--- config.mk ---
export PLATFORM = sky130hd
export DESIGN_NAME = scaled_mono_sprite_blitter_unit
export DESIGN_NICKNAME = d
export VERILOG_FILES = /design/src/rtl/smsb_pkg.sv /design/src/rtl/smsb_div.sv /design/src/rtl/smsb_store.sv /design/src/rtl/scaled_mono_sprite_blitter_unit.sv
export SDC_FILE = /design/constraint.sdc
export NUM_CORES = 2
export LEC_CHECK = 0
export ABC_AREA = 1
export BUFFER_PORTS_ARGS = -buffer_cell sky130_fd_sc_hd__buf_4
export CAP_MARGIN = 20
export CORE_ASPECT_RATIO = 1.2
export CORE_MARGIN = 2
export CORE_UTILIZATION = 35
export CTS_CLUSTER_DIAMETER = 80
export DETAILED_ROUTE_END_ITERATION = 6
export SYNTH_ARGS = -nofsm -noshare
export SYNTH_HDL_FRONTEND = slang
export SYNTH_SLANG_ARGS = --single-unit
--- constraint.sdc ---
create_clock -name clk -period 3.7 [get_ports clk]
set_clock_uncertainty 0.2 [all_clocks]
set_input_delay 0.37 -clock clk [delete_from_list [all_inputs] [get_ports clk]]
set_output_delay 0.37 -clock clk [all_outputs]
set_load 0.005 [all_outputs]
--- src/rtl/smsb_pkg.sv ---
`timescale 1ns / 1ps
package smsb_pkg;

  // Item operation codes
  localparam logic OP_LOAD = 1'b0;
  localparam logic OP_DRAW = 1'b1;

  localparam int ADDR_W  = 9;    // bitmap byte address
  localparam int DEPTH   = 512;  // bitmap bytes
  localparam int BOX_W   = 7;    // box size field
  localparam int DVD_W   = 12;   // divider dividend, holds 63 * 64
  localparam logic [BOX_W-1:0] MAX_BOX = 7'd64;

  typedef struct packed {
    logic        operation;
    logic [8:0]  byte_address;
    logic [7:0]  byte_value;
    logic [5:0]  row_index;
    logic [6:0]  box_size;
    logic [9:0]  origin_x;
    logic [9:0]  origin_y;
    logic [15:0] pixel_color;
  } blit_in_t;

  typedef struct packed {
    logic [10:0] pixel_x;
    logic [10:0] pixel_y;
    logic [15:0] color_out;
    logic        last_pixel;
  } blit_out_t;

  typedef struct packed {
    logic             go;
    logic [DVD_W-1:0] dividend;
    logic [BOX_W-1:0] divisor;
  } div_req_t;

  typedef struct packed {
    logic             done;
    logic [DVD_W-1:0] quo;
    logic [BOX_W-1:0] rem;
  } div_rsp_t;

endpackage

--- src/rtl/smsb_div.sv ---
`timescale 1ns / 1ps
module smsb_div (
  input  logic                clk,
  input  logic                rst_n,
  input  smsb_pkg::div_req_t  req,
  output smsb_pkg::div_rsp_t  rsp
);
  import smsb_pkg::*;

  localparam int CNT_W = $clog2(DVD_W);

  logic             run_r;
  logic             done_r;
  logic [CNT_W-1:0] cnt_r;
  logic [DVD_W-1:0] dvd_r;   // dividend shifts out, quotient shifts in
  logic [BOX_W-1:0] rem_r;
  logic [BOX_W-1:0] dsr_r;

  logic [BOX_W:0]   partial;
  logic             ge;

  // restoring division, one quotient bit per cycle
  assign partial = {rem_r, dvd_r[DVD_W-1]};
  assign ge      = (partial >= {1'b0, dsr_r});

  always_ff @(posedge clk) begin
    if (!rst_n) begin
      run_r  <= 1'b0;
      done_r <= 1'b0;
      cnt_r  <= '0;
    end else begin
      if (req.go) begin
        run_r  <= 1'b1;
        done_r <= 1'b0;
        cnt_r  <= '0;
      end else if (run_r) begin
        cnt_r <= cnt_r + CNT_W'(1);
        if (cnt_r == CNT_W'(DVD_W - 1)) begin
          run_r  <= 1'b0;
          done_r <= 1'b1;
        end else begin
          done_r <= 1'b0;
        end
      end else begin
        done_r <= 1'b0;
      end
    end
    if (req.go) begin
      dvd_r <= req.dividend;
      dsr_r <= req.divisor;
      rem_r <= '0;
    end else if (run_r) begin
      dvd_r <= {dvd_r[DVD_W-2:0], ge};
      rem_r <= ge ? BOX_W'(partial - {1'b0, dsr_r}) : partial[BOX_W-1:0];
    end
  end

  assign rsp.done = done_r;
  assign rsp.quo  = dvd_r;
  assign rsp.rem  = rem_r;

endmodule

--- src/rtl/smsb_store.sv ---
`timescale 1ns / 1ps
module smsb_store (
  input  logic                        clk,
  input  logic                        wr_en,
  input  logic [smsb_pkg::ADDR_W-1:0] wr_addr,
  input  logic [7:0]                  wr_data,
  input  logic                        rd_en,
  input  logic [smsb_pkg::ADDR_W-1:0] rd_addr,
  output logic [7:0]                  rd_data
);
  import smsb_pkg::*;

  logic [7:0] mem [DEPTH];
  logic [7:0] rd_data_r;

  always_ff @(posedge clk) begin
    if (wr_en) begin
      mem[wr_addr] <= wr_data;
    end
    if (rd_en) begin
      rd_data_r <= mem[rd_addr];
    end
  end

  assign rd_data = rd_data_r;

endmodule

--- src/rtl/scaled_mono_sprite_blitter_unit.sv ---
`timescale 1ns / 1ps
// Scaled 1bpp sprite blitter.
// Input channel: an item is taken on a clock edge with start high and busy
// low. A load item writes one bitmap byte in that same edge and leaves busy
// low, so loads can stream one per cycle. A draw item renders one output row
// of a nearest-neighbor scaled copy of the SRC_SIZE x SRC_SIZE bitmap.
// Result channel: every box column of the row whose sampled source pixel
// is set gives one item on out_item with out_strobe high for one cycle;
// last_pixel marks the final one. The receiver cannot stall, the block
// never waits on it. A draw runs two passes of the shared divider (source
// row, then the per-column step), each a launch, 12 quotient bits and
// done, then steps the box columns through the bitmap RAM read port and
// drains. A draw with zero box size or a row outside the box leaves busy
// low and emits nothing. The last result is strobed in the cycle busy
// drops. Bitmap RAM contents are undefined until written; reset clears
// only control state.
module scaled_mono_sprite_blitter_unit #(
  parameter int SRC_SIZE = 64
) (
  input  logic                clk,
  input  logic                rst_n,
  input  logic                start,
  output logic                busy,
  input  smsb_pkg::blit_in_t  in_item,
  output logic                out_strobe,
  output smsb_pkg::blit_out_t out_item
);
  import smsb_pkg::*;

  localparam int SXW       = $clog2(SRC_SIZE);
  localparam int ROW_BYTES = (SRC_SIZE + 7) / 8;

  typedef enum logic [2:0] {
    ST_IDLE,
    ST_DIV_Y,   // sy = dy * SRC / size
    ST_DIV_Q,   // q, r = SRC / size
    ST_SCAN,    // one column per cycle into the RAM read port
    ST_DRAIN    // last column out of the RAM, flush pending pixel
  } state_t;

  state_t           state_r, state_nxt;

  // draw item context
  logic [BOX_W-1:0] size_r, size_nxt;
  logic [5:0]       dy_r, dy_nxt;
  logic [9:0]       ox_r, ox_nxt;
  logic [9:0]       oy_r, oy_nxt;
  logic [15:0]      color_r, color_nxt;
  logic [SXW-1:0]   sy_r, sy_nxt;
  logic [BOX_W-1:0] q_r, q_nxt;
  logic [BOX_W-1:0] r_r, r_nxt;

  // column stepper: dx * SRC = sx * size + rem
  logic [5:0]       dx_r, dx_nxt;
  logic [SXW-1:0]   sx_r, sx_nxt;
  logic [BOX_W-1:0] rem_r, rem_nxt;

  // read pipeline stage
  logic             p_vld_r, p_vld_nxt;
  logic [5:0]       p_dx_r, p_dx_nxt;
  logic [2:0]       p_bit_r, p_bit_nxt;

  // pixel held back until we know if it is the last one
  logic             pend_vld_r, pend_vld_nxt;
  logic [5:0]       pend_dx_r, pend_dx_nxt;

  logic             div_go_r, div_go_nxt;
  logic [DVD_W-1:0] div_dvd_r, div_dvd_nxt;

  logic             out_strobe_r, out_strobe_nxt;
  blit_out_t        out_item_r, out_item_nxt;

  div_req_t         dreq;
  div_rsp_t         drsp;

  logic             accept;
  logic [BOX_W-1:0] size_sat;
  logic [BOX_W:0]   rem_sum;
  logic             wrap;
  logic [7:0]       sx_sum;
  logic [9:0]       addr_full;
  logic [7:0]       rd_data;
  logic             hit;
  logic             dx_last;
  logic             emit;
  logic             emit_last;

  assign accept   = start && !busy;
  assign size_sat = (in_item.box_size > MAX_BOX) ? MAX_BOX : in_item.box_size;

  // per-column step, one add and compare
  assign rem_sum = {1'b0, rem_r} + {1'b0, r_r};
  assign wrap    = (rem_sum >= {1'b0, size_r});
  assign sx_sum  = 8'(sx_r) + 8'(q_r) + 8'(wrap);
  assign dx_last = (BOX_W'(dx_r) == size_r - BOX_W'(1));

  assign addr_full = 10'(sy_r) * 10'(ROW_BYTES) + 10'(sx_r >> 3);

  assign hit = p_vld_r && rd_data[3'd7 - p_bit_r];

  assign dreq.go       = div_go_r;
  assign dreq.dividend = div_dvd_r;
  assign dreq.divisor  = size_r;

  smsb_div u_div (
    .clk   (clk),
    .rst_n (rst_n),
    .req   (dreq),
    .rsp   (drsp)
  );

  smsb_store u_store (
    .clk     (clk),
    .wr_en   (accept && in_item.operation == OP_LOAD),
    .wr_addr (in_item.byte_address),
    .wr_data (in_item.byte_value),
    .rd_en   (state_r == ST_SCAN),
    .rd_addr (addr_full[ADDR_W-1:0]),
    .rd_data (rd_data)
  );

  always_comb begin
    state_nxt    = state_r;
    size_nxt     = size_r;
    dy_nxt       = dy_r;
    ox_nxt       = ox_r;
    oy_nxt       = oy_r;
    color_nxt    = color_r;
    sy_nxt       = sy_r;
    q_nxt        = q_r;
    r_nxt        = r_r;
    dx_nxt       = dx_r;
    sx_nxt       = sx_r;
    rem_nxt      = rem_r;
    p_vld_nxt    = 1'b0;
    p_dx_nxt     = dx_r;
    p_bit_nxt    = sx_r[2:0];
    pend_vld_nxt = pend_vld_r;
    pend_dx_nxt  = pend_dx_r;
    div_go_nxt   = 1'b0;
    div_dvd_nxt  = div_dvd_r;
    emit         = 1'b0;
    emit_last    = 1'b0;

    // a set column releases the previously held pixel
    if (hit) begin
      emit         = pend_vld_r;
      pend_vld_nxt = 1'b1;
      pend_dx_nxt  = p_dx_r;
    end

    unique case (state_r)
      ST_IDLE: begin
        if (accept && in_item.operation == OP_DRAW) begin
          size_nxt     = size_sat;
          dy_nxt       = in_item.row_index;
          ox_nxt       = in_item.origin_x;
          oy_nxt       = in_item.origin_y;
          color_nxt    = in_item.pixel_color;
          pend_vld_nxt = 1'b0;
          div_dvd_nxt  = DVD_W'(in_item.row_index) * DVD_W'(SRC_SIZE);
          // empty box or row outside it: nothing to draw
          if (size_sat != '0 && BOX_W'(in_item.row_index) < size_sat) begin
            div_go_nxt = 1'b1;
            state_nxt  = ST_DIV_Y;
          end
        end
      end
      ST_DIV_Y: begin
        if (drsp.done) begin
          sy_nxt      = drsp.quo[SXW-1:0];
          div_dvd_nxt = DVD_W'(SRC_SIZE);
          div_go_nxt  = 1'b1;
          state_nxt   = ST_DIV_Q;
        end
      end
      ST_DIV_Q: begin
        if (drsp.done) begin
          q_nxt     = drsp.quo[BOX_W-1:0];
          r_nxt     = drsp.rem;
          dx_nxt    = '0;
          sx_nxt    = '0;
          rem_nxt   = '0;
          state_nxt = ST_SCAN;
        end
      end
      ST_SCAN: begin
        p_vld_nxt = 1'b1;
        dx_nxt    = dx_r + 6'd1;
        sx_nxt    = sx_sum[SXW-1:0];
        rem_nxt   = wrap ? BOX_W'(rem_sum - {1'b0, size_r}) : rem_sum[BOX_W-1:0];
        if (dx_last) begin
          state_nxt = ST_DRAIN;
        end
      end
      ST_DRAIN: begin
        if (!p_vld_r) begin
          emit         = pend_vld_r;
          emit_last    = 1'b1;
          pend_vld_nxt = 1'b0;
          state_nxt    = ST_IDLE;
        end
      end
      default: begin
        state_nxt = ST_IDLE;
      end
    endcase

    out_strobe_nxt          = emit;
    out_item_nxt.pixel_x    = 11'(ox_r) + 11'(pend_dx_r);
    out_item_nxt.pixel_y    = 11'(oy_r) + 11'(dy_r);
    out_item_nxt.color_out  = color_r;
    out_item_nxt.last_pixel = emit_last;
  end

  always_ff @(posedge clk) begin
    if (!rst_n) begin
      state_r      <= ST_IDLE;
      p_vld_r      <= 1'b0;
      pend_vld_r   <= 1'b0;
      div_go_r     <= 1'b0;
      out_strobe_r <= 1'b0;
    end else begin
      state_r      <= state_nxt;
      p_vld_r      <= p_vld_nxt;
      pend_vld_r   <= pend_vld_nxt;
      div_go_r     <= div_go_nxt;
      out_strobe_r <= out_strobe_nxt;
    end
    size_r     <= size_nxt;
    dy_r       <= dy_nxt;
    ox_r       <= ox_nxt;
    oy_r       <= oy_nxt;
    color_r    <= color_nxt;
    sy_r       <= sy_nxt;
    q_r        <= q_nxt;
    r_r        <= r_nxt;
    dx_r       <= dx_nxt;
    sx_r       <= sx_nxt;
    rem_r      <= rem_nxt;
    p_dx_r     <= p_dx_nxt;
    p_bit_r    <= p_bit_nxt;
    pend_dx_r  <= pend_dx_nxt;
    div_dvd_r  <= div_dvd_nxt;
    out_item_r <= out_item_nxt;
  end

  assign busy       = (state_r != ST_IDLE);
  assign out_strobe = out_strobe_r;
  assign out_item   = out_item_r;

`ifndef SYNTHESIS
  // results only come out of a draw in progress
  a_strobe_in_draw: assert property (@(posedge clk) disable iff (!rst_n)
    out_strobe |-> $past(busy))
    else $error("result strobe without a draw in progress");

  // the last pixel closes the row; nothing follows right after it
  a_last_closes_row: assert property (@(posedge clk) disable iff (!rst_n)
    (out_strobe && out_item.last_pixel) |=> !out_strobe)
    else $error("result strobe right after the last pixel");

  // a load never occupies the block
  a_load_no_busy: assert property (@(posedge clk) disable iff (!rst_n)
    (start && !busy && in_item.operation == OP_LOAD) |=> !busy)
    else $error("busy raised by a load item");
`endif

endmodule
==> metrics <==
placed insts=21265; initial antenna violation count=18; status=finished with violations; CTS tree=done; Clock Pin Slew Worst Setup and Hold Paths=0.06 ns; first-pass iteration count of the detailed router=7; WS Path Type=reg2reg; GPL Wtd Cong=0.861; cell mode on critical path=nand2_1; PortBufs=110; Worst-Skew Late Latency=1.01 ns; Total Nets Final=15338; Worst Hold Class=in2reg; Pwr Total=105 mW; global-route wire length before repair=727000 µm; crit-path max FO=2; Max H-tree Level=5; Yosys top cell by area=edfxtp_1; Num CTS Buffers=404; Area Overhead vs Synth=16.4%; syn_nets=14680; Max Cap Viol=0; worst stage delay on the critical path=0.42 ns; final setup fails=5; Die W=648 µm; Ys Warns=0; Slew @ Worst Pin=1.00 ns; critical path's slowest cell=edfxtp_1; post-synth design cell area=174000 µm²; post-synth top area share=72.7%; Final Hold Viols=0; fraction of layout cells with a size suffix above 1=11.3%; fillers=45927; CP cell instances=ha_4 -> fa_2 -> buf_6 -> xor2_4 -> ha_4 -> a21oi_4 -> nand2_1 -> nand2_1 -> nand2_1 -> a21oi_2 -> nand2_1 -> a21oi_2 -> nand2_2 -> fa_2 -> fa_2 -> nand2_1 -> inv_2 -> nor2_2 -> nor2_1 -> nor2_1 -> o21ai_1 -> a21oi_1; LEAKAGE=71.6 nW; Tcrit/Tclk final=110%; total negative slack=-1.07 ns; Final Instance Area=203000 µm²; violated checks=DRC, setup timing; fin. max-slew vios=0; CTS Sinks=4290; Peak VDD IR=403 µV; post-route minimum period=4.06 ns; Die Y=777 µm; commonest non-fill, non-tap cell in the layout=nand2_1; post-route antenna net violation count=0; largest net degree at the start of global routing=181; Worst EP required=4.32 ns; critical path endpoint category=flip-flop; Synth cell types=42; max_slew headroom=33.1%; Mean Syn Cell Area=12.0 µm²; P per Cell Area=515 nW/µm²; Max Freq=246 MHz; DRT iter0 DRCs=11902; core box area=497000 µm²; setup ws final=-0.359 ns; Detailed Route WL=495000 µm; detailed-route via count=114682; Critical Path AT=4.68 ns; Finished Layout Cells=22132; Avg WL per Cell=22.4 µm; num rows=284; Placed Area=188000 µm²; Ports=111; die area=504000 µm²; GRT overflow=0; DRC=6; Critical Path Start Type=flip-flop; ranking of synthesized cells by area=edfxtp_1 73%, nand3_1 12%, nand2_1 9.2%, buf_2 1.7%, nor2_1 1.2%; via density per instance=5.18; Seq/Total Area, Yosys=73.5%; overall routing resource usage=19.0%; most frequent cells in the layout=4234 x nand2_1, 4222 x edfxtp_1, 4104 x nand3_1, 922 x buf_4, 572 x nor2_1; root buf cell=clkbuf_16; #FFs+latches synth=4290; Post-Synthesis Cells=14558; vias in the first global route=110829; starting density of the core=35.1%; DPL Wire Length=297000 µm; clk buf depth=4; RSZ-0062 raised after global routing=yes
## per-stage QoR
| stage | hold WS [ns] | util (%) | setup slack, ns |
|---|---|---|---|
| 2_1_floorplan | 0.123 | - | -0.157 |
| 3_3_place_gp | 0.124 | 37.9 | -0.895 |
| 3_5_place_dp | 0.128 | 37.9 | -0.567 |
| 4_1_cts | 0.0150 | 40.8 | -0.373 |
| 5_1_grt | 0.0735 | 40.8 | -0.558 |
| 6_report | 0.0827 | 40.8 | -0.359 |
## cell type report
type | count | area [µm²] | area share (%)
sequential | 4290 | 128000 | 63.1
multi-input combinational | 9161 | 40800 | 20.1
timing repair buffer | 1243 | 12100 | 5.98
clock buffer | 494 | 10600 | 5.24
tap | 6578 | 8230 | 4.05
clock inverter | 243 | 2550 | 1.26
inverter | 116 | 490 | 0.242
antenna | 7 | 17.5 | 0.00863
## synth_stat cells
master,instances
clkbuf_1,153
dfxtp_1,68
nand4_1,5
nor2_2,1
a21o_1,3
and2_1,1
or2_2,4
buf_6,57
a31oi_1,2
o221ai_1,1
nor4_1,1
buf_1,75
o21ai_0,35
nand3_1,4106
o22ai_1,4
o211a_1,1
inv_1,112
buf_4,121
fa_1,7
o2111ai_1,1
nor3_2,4
nor3b_1,2
mux2i_1,1
nor3_1,16
nor2_1,577
buf_2,582
a211oi_1,3
o32ai_1,1
edfxtp_1,4222
a32o_1,1
inv_4,2
ha_1,45
a21oi_1,48
buf_8,2
inv_2,2
xor2_1,16
xnor2_1,18
o21bai_1,1
buf_12,1
o211ai_1,1
nand2_1,4253
and3_1,2
## registers in the layout, summed over array words and instances, names as in the netlist, 7 cells and up
name	flops
oy_r	10
size_r	7
out_item	39
u_div.dsr_r	7
u_div.dvd_r	12
rem_r	7
u_div.rem_r	7
color_r	16
u_store.mem	4096
ox_r	10
r_r	7
u_store.rd_data	8
## path summary, 6_finish.rpt
check / cells past startpoint / to / startpoint / slack (ns)
min reg2reg: 0 / out_item[15] / color_r[14] / 0.14
max: 22 / sx_r[4] / r_r[0] / -0.36
min: 5 / u_store.mem[185][2] / in_item[65] / 0.08
max reg2reg: 22 / sx_r[4] / r_r[0] / -0.36
## worst max-delay path: cells and delay by family (launching register included)
family	cells	cell delay (ns)
adder cells (fa/ha/maj)	5	1.44
AND/OR/NAND/NOR	9	0.78
AO/OA/AOI/OAI	5	0.67
flip-flops	1	0.42
buffers and inverters	2	0.19
XOR/XNOR	1	0.18
## per-layer routing
layer / up-vias / share of wire (%) / global-route usage (%) / wire, µm
met1: 56532 / 40 / 24.4 / 196000
met5: - / 0.012 / 0 / 57
met3: 827 / 6.5 / 2.34 / 32000
met2: 4278 / 50 / 32.8 / 247000
met4: 8 / 4.1 / 7.46 / 20100
li1: 53037 / - / - / -
## kinds of logic (layout without fill, tap and decap cells)
group / Yosys count / after routing / synth area share [%]
mux: 1 / 1 / 0.00574
buf+inv: 1107 / 2096 / 3.33
other cells: 0 / 7 / 0
fa+ha+maj: 52 / 52 / 0.403
xor+xnor: 34 / 34 / 0.171
compound gates: 102 / 102 / 0.321
simple gates: 8972 / 8972 / 22.3
flops: 4290 / 4290 / 73.5
## repair_timing
action,4_1_cts,5_1_grt
endpoints found under the setup margin,5,6
pin swaps,7,7
setup buffers,7,2
gates resized for setup,25,8
hold endpoints to repair,2387,0
hold buffers,115,0
## power breakdown
part | switching, mW | leakage, nW | internal, mW
registers | 0.136 | 38.5 | 53.6
clock network | 18.3 | 6.41 | 23.5
logic | 6.26 | 26.7 | 2.76
No activity file was read; power rests on OpenSTA's default activity.
